$ cat src/rtl/brpc_pkg.sv
`default_nettype none
package brpc_pkg;

    localparam int unsigned AddrWidth = 5;
    localparam int unsigned RegIdxWidth = 3;

    // register indexes
    localparam logic [RegIdxWidth-1:0] REG_TRIP_TEMP    = 3'd0;
    localparam logic [RegIdxWidth-1:0] REG_RELEASE_TEMP = 3'd1;
    localparam logic [RegIdxWidth-1:0] REG_FAN_TEMP     = 3'd2;
    localparam logic [RegIdxWidth-1:0] REG_CHG_BEGIN    = 3'd3;
    localparam logic [RegIdxWidth-1:0] REG_CHG_END      = 3'd4;
    localparam logic [RegIdxWidth-1:0] REG_INFLOW_LIMIT = 3'd5;
    localparam logic [RegIdxWidth-1:0] REG_BLANK_WINDOW = 3'd6;

    // register reset values
    localparam logic signed [11:0] RST_TRIP_TEMP    = 12'sd600;
    localparam logic signed [11:0] RST_RELEASE_TEMP = 12'sd350;
    localparam logic signed [11:0] RST_FAN_TEMP     = 12'sd400;
    localparam logic [15:0]        RST_CHG_BEGIN    = 16'd11000;
    localparam logic [15:0]        RST_CHG_END      = 16'd12600;
    localparam logic signed [15:0] RST_INFLOW_LIMIT = -16'sd200;
    localparam logic [15:0]        RST_BLANK_WINDOW = 16'd500;

    // alert mask bit positions
    localparam int unsigned ALERT_TRIP     = 0;
    localparam int unsigned ALERT_CLEAR    = 1;
    localparam int unsigned ALERT_READY    = 2;
    localparam int unsigned ALERT_COMPLETE = 3;
    localparam int unsigned ALERT_STOPPED  = 4;
    localparam int unsigned ALERT_IN_START = 5;
    localparam int unsigned ALERT_IN_STOP  = 6;
    localparam int unsigned AlertWidth     = 7;

    localparam logic CAUSE_FAULT = 1'b0;
    localparam logic CAUSE_TEMP  = 1'b1;

    localparam logic [15:0] CycleMax = 16'hFFFF;

    typedef struct packed {
        logic signed [11:0] trip_temp_dc;
        logic signed [11:0] release_temp_dc;
        logic signed [11:0] fan_start_temp_dc;
        logic [15:0]        charge_begin_mv;
        logic [15:0]        charge_end_mv;
        logic signed [15:0] inflow_limit_ma;
        logic [15:0]        blank_window_ms;
    } t_cfg;

    typedef struct packed {
        logic signed [11:0] temp_dc;
        logic [15:0]        pack_mv;
        logic signed [15:0] current_ma;
        logic               fault_flag;
        logic [31:0]        now_ms;
    } t_in_word;

    typedef struct packed {
        logic                  charge_relay;
        logic                  motor_relay;
        logic                  fan_relay;
        logic                  trip_active;
        logic                  inrush_blanking;
        logic [AlertWidth-1:0] alert_mask;
        logic                  stop_cause;
        logic [15:0]           cycles_done;
    } t_res_word;

endpackage
`default_nettype wire

$ cat src/rtl/brpc_if.sv
`default_nettype none
interface brpc_in_if;
    logic               valid;
    logic               ready;
    logic signed [11:0] temp_dc;
    logic [15:0]        pack_mv;
    logic signed [15:0] current_ma;
    logic               fault_flag;
    logic [31:0]        now_ms;

    modport source (output valid, temp_dc, pack_mv, current_ma, fault_flag, now_ms,
                    input ready);
    modport sink (input valid, temp_dc, pack_mv, current_ma, fault_flag, now_ms,
                  output ready);
endinterface

interface brpc_out_if;
    logic        valid;
    logic        ready;
    logic        charge_relay;
    logic        motor_relay;
    logic        fan_relay;
    logic        trip_active;
    logic        inrush_blanking;
    logic [6:0]  alert_mask;
    logic        stop_cause;
    logic [15:0] cycles_done;

    modport source (output valid, charge_relay, motor_relay, fan_relay, trip_active,
                    inrush_blanking, alert_mask, stop_cause, cycles_done,
                    input ready);
    modport sink (input valid, charge_relay, motor_relay, fan_relay, trip_active,
                  inrush_blanking, alert_mask, stop_cause, cycles_done,
                  output ready);
endinterface
`default_nettype wire

$ cat src/rtl/brpc_cfg.sv
`default_nettype none
module brpc_cfg (
    input  wire logic                           i_clk,
    input  wire logic                           i_rst_n,
    input  wire logic                           psel,
    input  wire logic                           penable,
    input  wire logic                           pwrite,
    input  wire logic [brpc_pkg::AddrWidth-1:0] paddr,
    input  wire logic [31:0]                    pwdata,
    output logic [31:0]                         prdata,
    output logic                                pready,
    output brpc_pkg::t_cfg                      o_cfg
);

    brpc_pkg::t_cfg r_cfg;
    logic [brpc_pkg::RegIdxWidth-1:0] w_idx;
    logic w_wr;

    assign w_idx  = paddr[brpc_pkg::AddrWidth-1:2];
    assign w_wr   = psel && penable && pwrite;
    assign pready = 1'b1;
    assign o_cfg  = r_cfg;

    always_ff @(posedge i_clk) begin
        if (!i_rst_n) begin
            r_cfg.trip_temp_dc      <= brpc_pkg::RST_TRIP_TEMP;
            r_cfg.release_temp_dc   <= brpc_pkg::RST_RELEASE_TEMP;
            r_cfg.fan_start_temp_dc <= brpc_pkg::RST_FAN_TEMP;
            r_cfg.charge_begin_mv   <= brpc_pkg::RST_CHG_BEGIN;
            r_cfg.charge_end_mv     <= brpc_pkg::RST_CHG_END;
            r_cfg.inflow_limit_ma   <= brpc_pkg::RST_INFLOW_LIMIT;
            r_cfg.blank_window_ms   <= brpc_pkg::RST_BLANK_WINDOW;
        end else if (w_wr) begin
            case (w_idx)
                brpc_pkg::REG_TRIP_TEMP:    r_cfg.trip_temp_dc      <= $signed(pwdata[11:0]);
                brpc_pkg::REG_RELEASE_TEMP: r_cfg.release_temp_dc   <= $signed(pwdata[11:0]);
                brpc_pkg::REG_FAN_TEMP:     r_cfg.fan_start_temp_dc <= $signed(pwdata[11:0]);
                brpc_pkg::REG_CHG_BEGIN:    r_cfg.charge_begin_mv   <= pwdata[15:0];
                brpc_pkg::REG_CHG_END:      r_cfg.charge_end_mv     <= pwdata[15:0];
                brpc_pkg::REG_INFLOW_LIMIT: r_cfg.inflow_limit_ma   <= $signed(pwdata[15:0]);
                brpc_pkg::REG_BLANK_WINDOW: r_cfg.blank_window_ms   <= pwdata[15:0];
                default: ;
            endcase
        end
    end

    always_comb begin
        case (w_idx)
            brpc_pkg::REG_TRIP_TEMP:    prdata = {20'd0, r_cfg.trip_temp_dc};
            brpc_pkg::REG_RELEASE_TEMP: prdata = {20'd0, r_cfg.release_temp_dc};
            brpc_pkg::REG_FAN_TEMP:     prdata = {20'd0, r_cfg.fan_start_temp_dc};
            brpc_pkg::REG_CHG_BEGIN:    prdata = {16'd0, r_cfg.charge_begin_mv};
            brpc_pkg::REG_CHG_END:      prdata = {16'd0, r_cfg.charge_end_mv};
            brpc_pkg::REG_INFLOW_LIMIT: prdata = {16'd0, r_cfg.inflow_limit_ma};
            brpc_pkg::REG_BLANK_WINDOW: prdata = {16'd0, r_cfg.blank_window_ms};
            default:                    prdata = 32'd0;
        endcase
    end

endmodule
`default_nettype wire

$ cat src/rtl/brpc_core.sv
`default_nettype none
module brpc_core (
    input  wire logic           i_clk,
    input  wire logic           i_rst_n,
    input  wire brpc_pkg::t_cfg i_cfg,
    brpc_in_if.sink             i_in,
    brpc_out_if.source          o_res
);

    // input stage
    logic               r_in_valid;
    brpc_pkg::t_in_word r_in;
    // result stage
    logic                r_out_valid;
    brpc_pkg::t_res_word r_out;
    // controller state
    logic        r_tripped;
    logic        r_fan_on;
    logic        r_charging;
    logic        r_allow_prev;
    logic [31:0] r_stamp;
    logic        r_stamp_valid;
    logic        r_inflow_seen;
    logic [15:0] r_cycles;

    logic        n_tripped;
    logic        n_fan_on;
    logic        n_charging;
    logic [31:0] n_stamp;
    logic        n_stamp_valid;
    logic        n_inflow_seen;
    logic [15:0] n_cycles;
    brpc_pkg::t_res_word n_res;

    logic w_adv;
    logic w_take;

    assign w_adv   = r_in_valid && (!r_out_valid || o_res.ready);
    assign w_take  = i_in.valid && i_in.ready;
    assign i_in.ready = !r_in_valid || w_adv;

    always_ff @(posedge i_clk) begin
        if (!i_rst_n) begin
            r_in_valid <= 1'b0;
        end else if (i_in.ready) begin
            r_in_valid <= i_in.valid;
        end
    end

    always_ff @(posedge i_clk) begin
        if (w_take) begin
            r_in.temp_dc    <= i_in.temp_dc;
            r_in.pack_mv    <= i_in.pack_mv;
            r_in.current_ma <= i_in.current_ma;
            r_in.fault_flag <= i_in.fault_flag;
            r_in.now_ms     <= i_in.now_ms;
        end
    end

    // one tick of the controller, in fixed order
    always_comb begin
        logic        trip_set;
        logic        trip_a;
        logic        chg_a;
        logic        clr;
        logic        stop;
        logic        ready_ev;
        logic        chg_r;
        logic        done_ev;
        logic        inflow;
        logic        allow;
        logic [31:0] elapsed;
        logic        fault;

        fault    = r_in.fault_flag;
        trip_set = !r_tripped && ($signed(r_in.temp_dc) >= $signed(i_cfg.trip_temp_dc));
        trip_a   = r_tripped || trip_set;
        chg_a    = r_charging && !trip_set;
        clr      = trip_a && ($signed(r_in.temp_dc) < $signed(i_cfg.release_temp_dc));
        n_tripped = trip_a && !clr;

        n_fan_on = fault || n_tripped
                || ($signed(r_in.temp_dc) >= $signed(i_cfg.fan_start_temp_dc))
                || (r_fan_on && ($signed(r_in.temp_dc) >= $signed(i_cfg.release_temp_dc)));

        stop     = 1'b0;
        ready_ev = 1'b0;
        done_ev  = 1'b0;
        chg_r    = chg_a;
        n_cycles = r_cycles;
        if (fault || n_tripped) begin
            stop       = chg_a;
            n_charging = 1'b0;
        end else begin
            ready_ev   = !chg_a && (r_in.pack_mv <= i_cfg.charge_begin_mv);
            chg_r      = chg_a || ready_ev;
            done_ev    = chg_r && (r_in.pack_mv >= i_cfg.charge_end_mv);
            n_charging = chg_r && !done_ev;
            if (done_ev && (r_cycles != brpc_pkg::CycleMax)) begin
                n_cycles = r_cycles + 16'd1;
            end
        end

        inflow = $signed(r_in.current_ma) < $signed(i_cfg.inflow_limit_ma);
        allow  = !fault && !n_tripped && !inflow;

        n_stamp       = r_stamp;
        n_stamp_valid = r_stamp_valid;
        if (allow != r_allow_prev) begin
            if (allow) begin
                n_stamp       = r_in.now_ms;
                n_stamp_valid = 1'b1;
            end else begin
                n_stamp_valid = 1'b0;
            end
        end
        elapsed = r_in.now_ms - n_stamp;

        n_inflow_seen = inflow;

        n_res.charge_relay    = n_charging;
        n_res.motor_relay     = allow;
        n_res.fan_relay       = n_fan_on;
        n_res.trip_active     = n_tripped;
        n_res.inrush_blanking = n_stamp_valid && (elapsed < {16'd0, i_cfg.blank_window_ms});
        n_res.alert_mask = '0;
        n_res.alert_mask[brpc_pkg::ALERT_TRIP]     = trip_set;
        n_res.alert_mask[brpc_pkg::ALERT_CLEAR]    = clr;
        n_res.alert_mask[brpc_pkg::ALERT_READY]    = ready_ev;
        n_res.alert_mask[brpc_pkg::ALERT_COMPLETE] = done_ev;
        n_res.alert_mask[brpc_pkg::ALERT_STOPPED]  = stop;
        n_res.alert_mask[brpc_pkg::ALERT_IN_START] = inflow && !r_inflow_seen;
        n_res.alert_mask[brpc_pkg::ALERT_IN_STOP]  = !inflow && r_inflow_seen;
        n_res.stop_cause  = (stop && !fault) ? brpc_pkg::CAUSE_TEMP : brpc_pkg::CAUSE_FAULT;
        n_res.cycles_done = n_cycles;
    end

    always_ff @(posedge i_clk) begin
        if (!i_rst_n) begin
            r_tripped     <= 1'b0;
            r_fan_on      <= 1'b0;
            r_charging    <= 1'b0;
            r_allow_prev  <= 1'b1;
            r_stamp       <= 32'd0;
            r_stamp_valid <= 1'b0;
            r_inflow_seen <= 1'b0;
            r_cycles      <= 16'd0;
        end else if (w_adv) begin
            r_tripped     <= n_tripped;
            r_fan_on      <= n_fan_on;
            r_charging    <= n_charging;
            r_allow_prev  <= n_res.motor_relay;
            r_stamp       <= n_stamp;
            r_stamp_valid <= n_stamp_valid;
            r_inflow_seen <= n_inflow_seen;
            r_cycles      <= n_cycles;
        end
    end

    always_ff @(posedge i_clk) begin
        if (!i_rst_n) begin
            r_out_valid <= 1'b0;
        end else if (w_adv) begin
            r_out_valid <= 1'b1;
        end else if (o_res.ready) begin
            r_out_valid <= 1'b0;
        end
    end

    always_ff @(posedge i_clk) begin
        if (w_adv) begin
            r_out <= n_res;
        end
    end

    assign o_res.valid           = r_out_valid;
    assign o_res.charge_relay    = r_out.charge_relay;
    assign o_res.motor_relay     = r_out.motor_relay;
    assign o_res.fan_relay       = r_out.fan_relay;
    assign o_res.trip_active     = r_out.trip_active;
    assign o_res.inrush_blanking = r_out.inrush_blanking;
    assign o_res.alert_mask      = r_out.alert_mask;
    assign o_res.stop_cause      = r_out.stop_cause;
    assign o_res.cycles_done     = r_out.cycles_done;

    a_trip_opens_charge: assert property (@(posedge i_clk) disable iff (!i_rst_n)
        r_out_valid |-> !(r_out.charge_relay && r_out.trip_active))
        else $error("charge relay closed while tripped");

    a_blank_needs_motor: assert property (@(posedge i_clk) disable iff (!i_rst_n)
        r_out_valid && r_out.inrush_blanking |-> r_out.motor_relay)
        else $error("blanking with motor relay open");

    a_state_matches_result: assert property (@(posedge i_clk) disable iff (!i_rst_n)
        w_adv |=> (r_tripped == r_out.trip_active) && (r_charging == r_out.charge_relay)
                  && (r_cycles == r_out.cycles_done))
        else $error("state and result word disagree");

    a_cycles_monotonic: assert property (@(posedge i_clk) disable iff (!i_rst_n)
        w_adv |=> r_cycles >= $past(r_cycles))
        else $error("cycle counter went backward");

    a_stall_holds_result: assert property (@(posedge i_clk) disable iff (!i_rst_n)
        r_out_valid && !o_res.ready |=> r_out_valid && $stable(r_out))
        else $error("stalled result word lost");

endmodule
`default_nettype wire

$ cat src/rtl/battery_relay_protection_controller_top.sv
`default_nettype none
// Channel   Dir   Handshake        Word
// i_in      in    valid / ready    temp_dc, pack_mv, current_ma, fault_flag, now_ms
// o_res     out   valid / ready    relays, trip, blanking, alert_mask, stop_cause, cycles_done
// apb       in    psel / penable   7 registers at byte address 4*index, writes only when idle
//                                  (a rule for the user; the block leaves it unenforced)
// One word per cycle sustained while o_res is not stalled; an accepted word goes through the
// input register, then the single evaluation pass into the result register.
// Synchronous active-low reset clears controller state, valid flags and config registers to their defaults.
// A stalled result holds while one more word waits in the input register; beyond that
// i_in.ready drops.
module battery_relay_protection_controller_top (
    input  wire logic                           i_clk,
    input  wire logic                           i_rst_n,
    brpc_in_if.sink                             i_in,
    brpc_out_if.source                          o_res,
    input  wire logic                           psel,
    input  wire logic                           penable,
    input  wire logic                           pwrite,
    input  wire logic [brpc_pkg::AddrWidth-1:0] paddr,
    input  wire logic [31:0]                    pwdata,
    output logic [31:0]                         prdata,
    output logic                                pready
);

    brpc_pkg::t_cfg w_cfg;

    brpc_cfg u_cfg (
        .i_clk   (i_clk),
        .i_rst_n (i_rst_n),
        .psel    (psel),
        .penable (penable),
        .pwrite  (pwrite),
        .paddr   (paddr),
        .pwdata  (pwdata),
        .prdata  (prdata),
        .pready  (pready),
        .o_cfg   (w_cfg)
    );

    brpc_core u_core (
        .i_clk   (i_clk),
        .i_rst_n (i_rst_n),
        .i_cfg   (w_cfg),
        .i_in    (i_in),
        .o_res   (o_res)
    );

endmodule
`default_nettype wire

$ cat src/flat_wrapper.sv
// flat-port wrapper written by rule: the top's interface ports become plain ports
module battery_relay_protection_controller_top_flat 
  (i_clk, i_rst_n, psel, penable, pwrite, paddr, pwdata, prdata, pready, i_in_valid, i_in_temp_dc, i_in_pack_mv, i_in_current_ma, i_in_fault_flag, i_in_now_ms, i_in_ready, o_res_valid, o_res_charge_relay, o_res_motor_relay, o_res_fan_relay, o_res_trip_active, o_res_inrush_blanking, o_res_alert_mask, o_res_stop_cause, o_res_cycles_done, o_res_ready);
  brpc_in_if i_in_i ();
  brpc_out_if o_res_i ();
  input  wire logic i_clk;
  input  wire logic i_rst_n;
  input  wire logic psel;
  input  wire logic penable;
  input  wire logic pwrite;
  input  wire logic [brpc_pkg::AddrWidth-1:0] paddr;
  input  wire logic [31:0] pwdata;
  output logic [31:0] prdata;
  output logic pready;
  input wire logic [$bits(i_in_i.valid)-1:0] i_in_valid;
  input wire logic [$bits(i_in_i.temp_dc)-1:0] i_in_temp_dc;
  input wire logic [$bits(i_in_i.pack_mv)-1:0] i_in_pack_mv;
  input wire logic [$bits(i_in_i.current_ma)-1:0] i_in_current_ma;
  input wire logic [$bits(i_in_i.fault_flag)-1:0] i_in_fault_flag;
  input wire logic [$bits(i_in_i.now_ms)-1:0] i_in_now_ms;
  output wire logic [$bits(i_in_i.ready)-1:0] i_in_ready;
  output wire logic [$bits(o_res_i.valid)-1:0] o_res_valid;
  output wire logic [$bits(o_res_i.charge_relay)-1:0] o_res_charge_relay;
  output wire logic [$bits(o_res_i.motor_relay)-1:0] o_res_motor_relay;
  output wire logic [$bits(o_res_i.fan_relay)-1:0] o_res_fan_relay;
  output wire logic [$bits(o_res_i.trip_active)-1:0] o_res_trip_active;
  output wire logic [$bits(o_res_i.inrush_blanking)-1:0] o_res_inrush_blanking;
  output wire logic [$bits(o_res_i.alert_mask)-1:0] o_res_alert_mask;
  output wire logic [$bits(o_res_i.stop_cause)-1:0] o_res_stop_cause;
  output wire logic [$bits(o_res_i.cycles_done)-1:0] o_res_cycles_done;
  input wire logic [$bits(o_res_i.ready)-1:0] o_res_ready;
  assign i_in_i.valid = i_in_valid;
  assign i_in_i.temp_dc = i_in_temp_dc;
  assign i_in_i.pack_mv = i_in_pack_mv;
  assign i_in_i.current_ma = i_in_current_ma;
  assign i_in_i.fault_flag = i_in_fault_flag;
  assign i_in_i.now_ms = i_in_now_ms;
  assign i_in_ready = i_in_i.ready;
  assign o_res_valid = o_res_i.valid;
  assign o_res_charge_relay = o_res_i.charge_relay;
  assign o_res_motor_relay = o_res_i.motor_relay;
  assign o_res_fan_relay = o_res_i.fan_relay;
  assign o_res_trip_active = o_res_i.trip_active;
  assign o_res_inrush_blanking = o_res_i.inrush_blanking;
  assign o_res_alert_mask = o_res_i.alert_mask;
  assign o_res_stop_cause = o_res_i.stop_cause;
  assign o_res_cycles_done = o_res_i.cycles_done;
  assign o_res_i.ready = o_res_ready;
  battery_relay_protection_controller_top u_core (.i_clk(i_clk), .i_rst_n(i_rst_n), .i_in(i_in_i), .o_res(o_res_i), .psel(psel), .penable(penable), .pwrite(pwrite), .paddr(paddr), .pwdata(pwdata), .prdata(prdata), .pready(pready));
endmodule
$ cat config.mk
export PLATFORM = sky130hd
export DESIGN_NAME = battery_relay_protection_controller_top_flat
export DESIGN_NICKNAME = d
export VERILOG_FILES = /design/src/rtl/brpc_pkg.sv /design/src/rtl/brpc_if.sv /design/src/rtl/brpc_cfg.sv /design/src/rtl/brpc_core.sv /design/src/rtl/battery_relay_protection_controller_top.sv /design/src/flat_wrapper.sv
export SDC_FILE = /design/constraint.sdc
export NUM_CORES = 1
export LEC_CHECK = 0
export ABC_AREA = 1
export ABC_CLOCK_PERIOD_IN_PS = 6900
export BUFFER_PORTS_ARGS = -buffer_cell sky130_fd_sc_hd__buf_2
export CAP_MARGIN = 30
export CORE_MARGIN = 4
export CORE_UTILIZATION = 35
export CTS_BUF_LIST = sky130_fd_sc_hd__clkbuf_8
export DETAILED_ROUTE_END_ITERATION = 8
export PLACE_DENSITY = 0.53
export SYNTH_ARGS = -nofsm -noshare
export SYNTH_HDL_FRONTEND = slang
export SYNTH_SLANG_ARGS = --single-unit
$ cat constraint.sdc
create_clock -name i_clk -period 6.9 [get_ports i_clk]
set_input_delay 0 -clock i_clk [delete_from_list [all_inputs] [get_ports i_clk]]
set_output_delay 0 -clock i_clk [all_outputs]
set_load 0.01 [all_outputs]
# --- Yosys cells after proc, flatten, opt, wreduce, memory -nomap -nowiden ---
# Cells that the tools add are included.
word_totals:
  regBits: 262
  in_bits: 121
  out_inout_bits: 64
  elab_cells: 107
classes:
  n_addsub: 2
  magnitude_cmp: 8
  eq_ne: 8
  muxes: 12
  n_reduce_logical: 46
op_table:
  columns: ["op", "count"]
  rows:
  - ["$pmux 16 s7", 1]
  - ["$mux 32", 2]
  - ["$ge 12x12->1", 3]
  - ["$lt 32x16->1", 1]
  - ["$mux 16", 2]
  - ["$sub 32x32->32", 1]
  - ["$logic_and 1x1->1", 19]
  - ["$add 16x1->16 const B", 1]
  - ["$ge 16x16->1", 1]
  - ["$le 16x16->1", 1]
  - ["$lt 16x16->1", 1]
  - ["$ne 16x16->1 const B", 1]
  - ["$reduce_and 2->1", 7]
  - ["$lt 12x12->1", 1]
  - ["$logic_not 1->1", 11]
  - ["$eq 3x3->1 const B", 3]
  - ["$logic_or 1x1->1", 7]
  - ["$mux 1", 7]
  - ["$eq 3x2->1 const B", 2]
  - ["$eq 3x1->1 const B", 1]
  - ["$logic_not 3->1", 1]
  - ["$reduce_bool 2->1", 1]
  - ["$ne 1x1->1", 1]

# --- Longest topological paths before layout ---
depth:
  ltp_word: 14
  depth_mapped: 43
  mapped_depth_nobuf: 41

# --- By module ---
# From an unflattened synthesis, not the netlist that was laid out.
hier_totals:
  cells_unflattened: 2069
  hier_area_um2: 15751.4
by_module_without_submodules:
  columns: ["mod", "n_inst", "cells_each", "area_per_inst_um2", "seq_area_each_um2"]
  rows:
  - ["brpc_core", 1, 1304, 10771.6, 4304.1]
  - ["brpc_cfg", 1, 765, 4979.8, 2001.9]

# --- Worst setup path before layout ---
# OpenSTA, ideal clock, no wires.
synth_timing:
  kind: "reg2reg"
  from: "register u_core.u_core.r_in[76] in the netlist's numbering"
  to: "register u_core.u_core.r_out, in the netlist u_core.u_core.o_res.inrush_blanking, data pin"
  setup_time_ns: 0.138
  arrival_ns: 5.111
  required_ns: 6.762
  slack_ns: 1.651
  stages_incl_launch_ff: 37
  period_less_slack_ns: 5.249
  path_cell_list: "edfxtp_1 > ha_1 > nand2_2 > nor2_2 > and2_1 > nand2_1 > nand3_1 > nand2_1 > nand4_4 > nand2_4 > nand4_4 > buf_8 > buf_2 > buf_2 > o21ai_0 > ha_1 > fa_1 > nand3b_1 > and2_1 > nor2_1 > a221o_1 > a21o_1 > nand2_1 > nand2_1 > nand3_2 > nand2_2 > xor2_1 > ha_1 > a21oi_1 > o221ai_1 > a211oi_1 > nand2_1 > nor2_1 > nand3_1 > nor2_1 > nand2_1 > nor2_1"
synth_rtl:
  columns: ["item", "line", "source"]
  rows:
  - ["start, declared", "brpc_core.sv:12", "brpc_pkg::t_in_word r_in;"]
  - ["end signal, assigned", "brpc_core.sv:172", "r_out <= n_res;"]
  - ["end, declared", "brpc_core.sv:15", "brpc_pkg::t_res_word r_out;"]

==> metrics.yaml <==
io_pins: 185
fin_nets: 2255
synth_top_area_cell: "edfxtp_1"
antenna_found_initial: 0
p_per_area_nw_per_um2: 227.8
slew_headroom_pct: 35.96
fill_cells: 4128
core_sq_um: 41110
first_global_vias: 12460
start_util_pct: 35.63
yosys.area_share.adder_pct: 10.99
dr.pass1.iters: 6
grt_overflow: 0
async_reset_ff_share_pct: 0
synth-xor-area-share_pct: 1.794
clock_sinks: 262
numCtsBuffers: 50
post-dp-hpwl_mm: 31.37
synthMuxAreaShare_pct: 1.640
yosysSeqAreaShare_pct: 43.06
synth_cell_type_count: 59
p_leak_nw: 8.384
design_area_sq_um: 17960
critPathArrivalTime_ns: 6.64
wl_per_cell_microns: 16.57
required_ns: 7.38
cp_common_cell: "nand2_1"
cts_tree: "done"
antenna_cells: 0
finClkSkew_ns: 0.02399
grt_pass1_wl_mm: 67.18
critPathKind: "reg2reg"
fmax_mhz: 162.5
hp-class: "in2reg"
synth_top_area_share_pct: 21.73
synth_edf_count: 106
initialDrtViolationCount: 804
drive_gt1_share_pct: 14.01
io_buffers: 149
gp_congestion: 0.8492
synth_simple_gate_area_share_pct: 14.85
syn_area_sq_um: 14650
cts_root_buf: "clkbuf_8"
setup-tns-final_ns: 0
cp_slowest_cell: "o21ai_0"
finalCriticalPeriod_ns: 6.156
ir_worst_vdd_mv: 0.1544
critPathCaptureType: "register"
grtUsageTotal_pct: 18.85
worst_pin_slew_ns: 0.9533
dr_total_vias: 12780
crit_path_start_kind: "register"
die_y_microns: 212.6
area_growth_pct: 22.64
r2r_cells: 35
dieArea_sq_um: 45180
drc: 0
clk-insertion-delay-late_ns: 0.64
clockBufferDepth: 3
syn_area_per_cell_sq_um: 8.374
hold_viol: 0
placed_cell_area_sq_um: 15880
path_clk_slew_ns: 0.06
die_w_microns: 212.6
path_max_fanout: 25
hold_depth: 2
rows: 74
syn_inst: 1749
antenna_left: 0
wl_mm: 42.76
synth-seq-cells: 262
synth.area.top_cells: "edfxtp_1 (22%), dfxtp_1 (21%), ha_1 (11%), inv_1 (7.3%), nand2_1 (6.6%)"
htreeDepth: 2
cpPeakStageDelay_ns: 0.50
rsz0062_at_grt: "false"
cts-resized-gates: 0
viasPerCell: 4.952
ys_warn_count: 0
max-cap-violations: 0
status: "finished, final reports clean"
synth_compound_area_share_pct: 17.80
synth_ff_type: "dfxtp_1"
final-max-slew-violation-count: 0
grt_max_degree: 86
setup_viol: 0
post-route-period-util_pct: 89.21
synth_top_family_by_area: "compound AO/OA/AOI/OAI gates"
cell usage after synthesis, types with 21 or more instances:
cell type / count
nand3_1: 42
nor2_1: 94
a21oi_1: 176
mux2i_1: 24
nand2_1: 259
xor2_1: 23
o21ai_0: 155
nor3_1: 24
ha_1: 127
inv_1: 285
clkbuf_1: 40
edfxtp_1: 106
o22ai_1: 24
o211ai_1: 47
nand4_1: 21
dfxtp_1: 156
final timing paths:
| path | end | start | slack, ns |
|---|---|---|---|
| hold reg to reg | u_core.u_cfg.o_cfg[39]$_SDFFE_PN0P_ | u_core.u_cfg.o_cfg[39]$_SDFFE_PN0P_ | 0.48 |
| setup / recovery | u_core.u_core.o_res.inrush_blanking$_DFFE_PP_ | u_core.u_core.r_in[72]$_DFFE_PP_ | 0.74 |
| hold / removal | u_core.u_core.r_in[43]$_DFFE_PP_ | i_in_current_ma[10] | 0.07 |
| setup reg to reg | u_core.u_core.o_res.inrush_blanking$_DFFE_PP_ | u_core.u_core.r_in[72]$_DFFE_PP_ | 0.74 |
cells in the final DEF, fill, tap and decap left out, types with 54 or more instances in the layout:
cell type	count
ha_1	127
clkbuf_8	54
a21oi_1	176
dlygate4sd3_1	96
o21ai_0	155
nor2_1	94
buf_2	149
inv_1	293
edfxtp_1	106
dfxtp_1	156
nand2_1	259
through the flow:
| stage | hold slack [ns] | cells | worst slack [ns] | util, % | power (mW) |
|---|---|---|---|---|---|
| after floorplan | 0.09887 | 1764 | 1.651 | - | 2.191 |
| after CTS | 0.006617 | 2579 | 0.6758 | 43.64 | 4.150 |
| final | 0.06616 | 2580 | 0.7444 | 43.69 | 4.091 |
| after detailed placement | 0.1781 | 2389 | 0.7167 | 38.64 | 2.390 |
| after global placement | 0.1759 | 2388 | 0.7538 | 38.57 | 2.374 |
| after global routing | 0.03164 | 2580 | 0.04256 | 43.69 | 4.319 |
power breakdown:
| group | switching (mW) | internal [mW] | leakage (nW) |
|---|---|---|---|
| Combinational | 0.412 | 0.263 | 5.48 |
| Sequential | 0.0387 | 1.69 | 2.30 |
| Clock | 0.730 | 0.960 | 0.604 |
| Total | 1.18 | 2.91 | 8.38 |
per-layer routing:
metal  up-vias  part of all wire [%]  global-route usage, %
met2       366                    44                  29.93
li1       6459                     -                      -
met3        79                   6.5                  4.014
met1      5873                    46                  25.77
met4         0                   2.9                  6.153
met5         -                     0                      0
kinds of logic (layout without fill, tap and decap cells):
family,count (synthesis),after routing
mux,24,24
buf+inv,362,646
compound gates,457,457
other cells,2,17
xor+xnor,30,30
simple gates,484,484
flops,262,262
fa+ha+maj,128,128
final cells by class:
class                           count  area (sq um)  share of cell area [%]
Sequential cell                   262          6306                   35.11
Clock inverter                     40         354.1                   1.971
Inverter                          296          1114                   6.200
Clock buffer                       54         743.2                   4.138
Tap cell                          532         665.6                   3.706
Timing Repair Buffer              256          1822                   10.14
Multi-Input combinational cell   1140          6957                   38.73
worst max-delay path, delay by kind of cell (launching register included):
| kind | cells | cell delay [ns] |
|---|---|---|
| AOI/OAI and AO/OA | 7 | 1.71 |
| buffers and inverters | 2 | 0.17 |
| xor gates and xnor gates | 1 | 0.21 |
| and+or+nand+nor | 22 | 2.54 |
| DFF | 1 | 0.45 |
| adders and majority gates | 3 | 0.90 |
state kept, by name, summed over array words and instances, names as in the netlist, 7 cells and up:
signal	flops
u_core.u_cfg.o_cfg	100
u_core.u_core.r_in	77
u_core.u_core.r_stamp	32
u_core.u_core.o_res.cycles_done	16
u_core.u_core.r_cycles	16
u_core.u_core.o_res.alert_mask	7
repair_timing:
item,in CTS,in global routing
buffers inserted,0,0
hold endpoints to repair,204,0
hold buffers,96,0
Note: power is estimated with default switching activity, not from simulation.
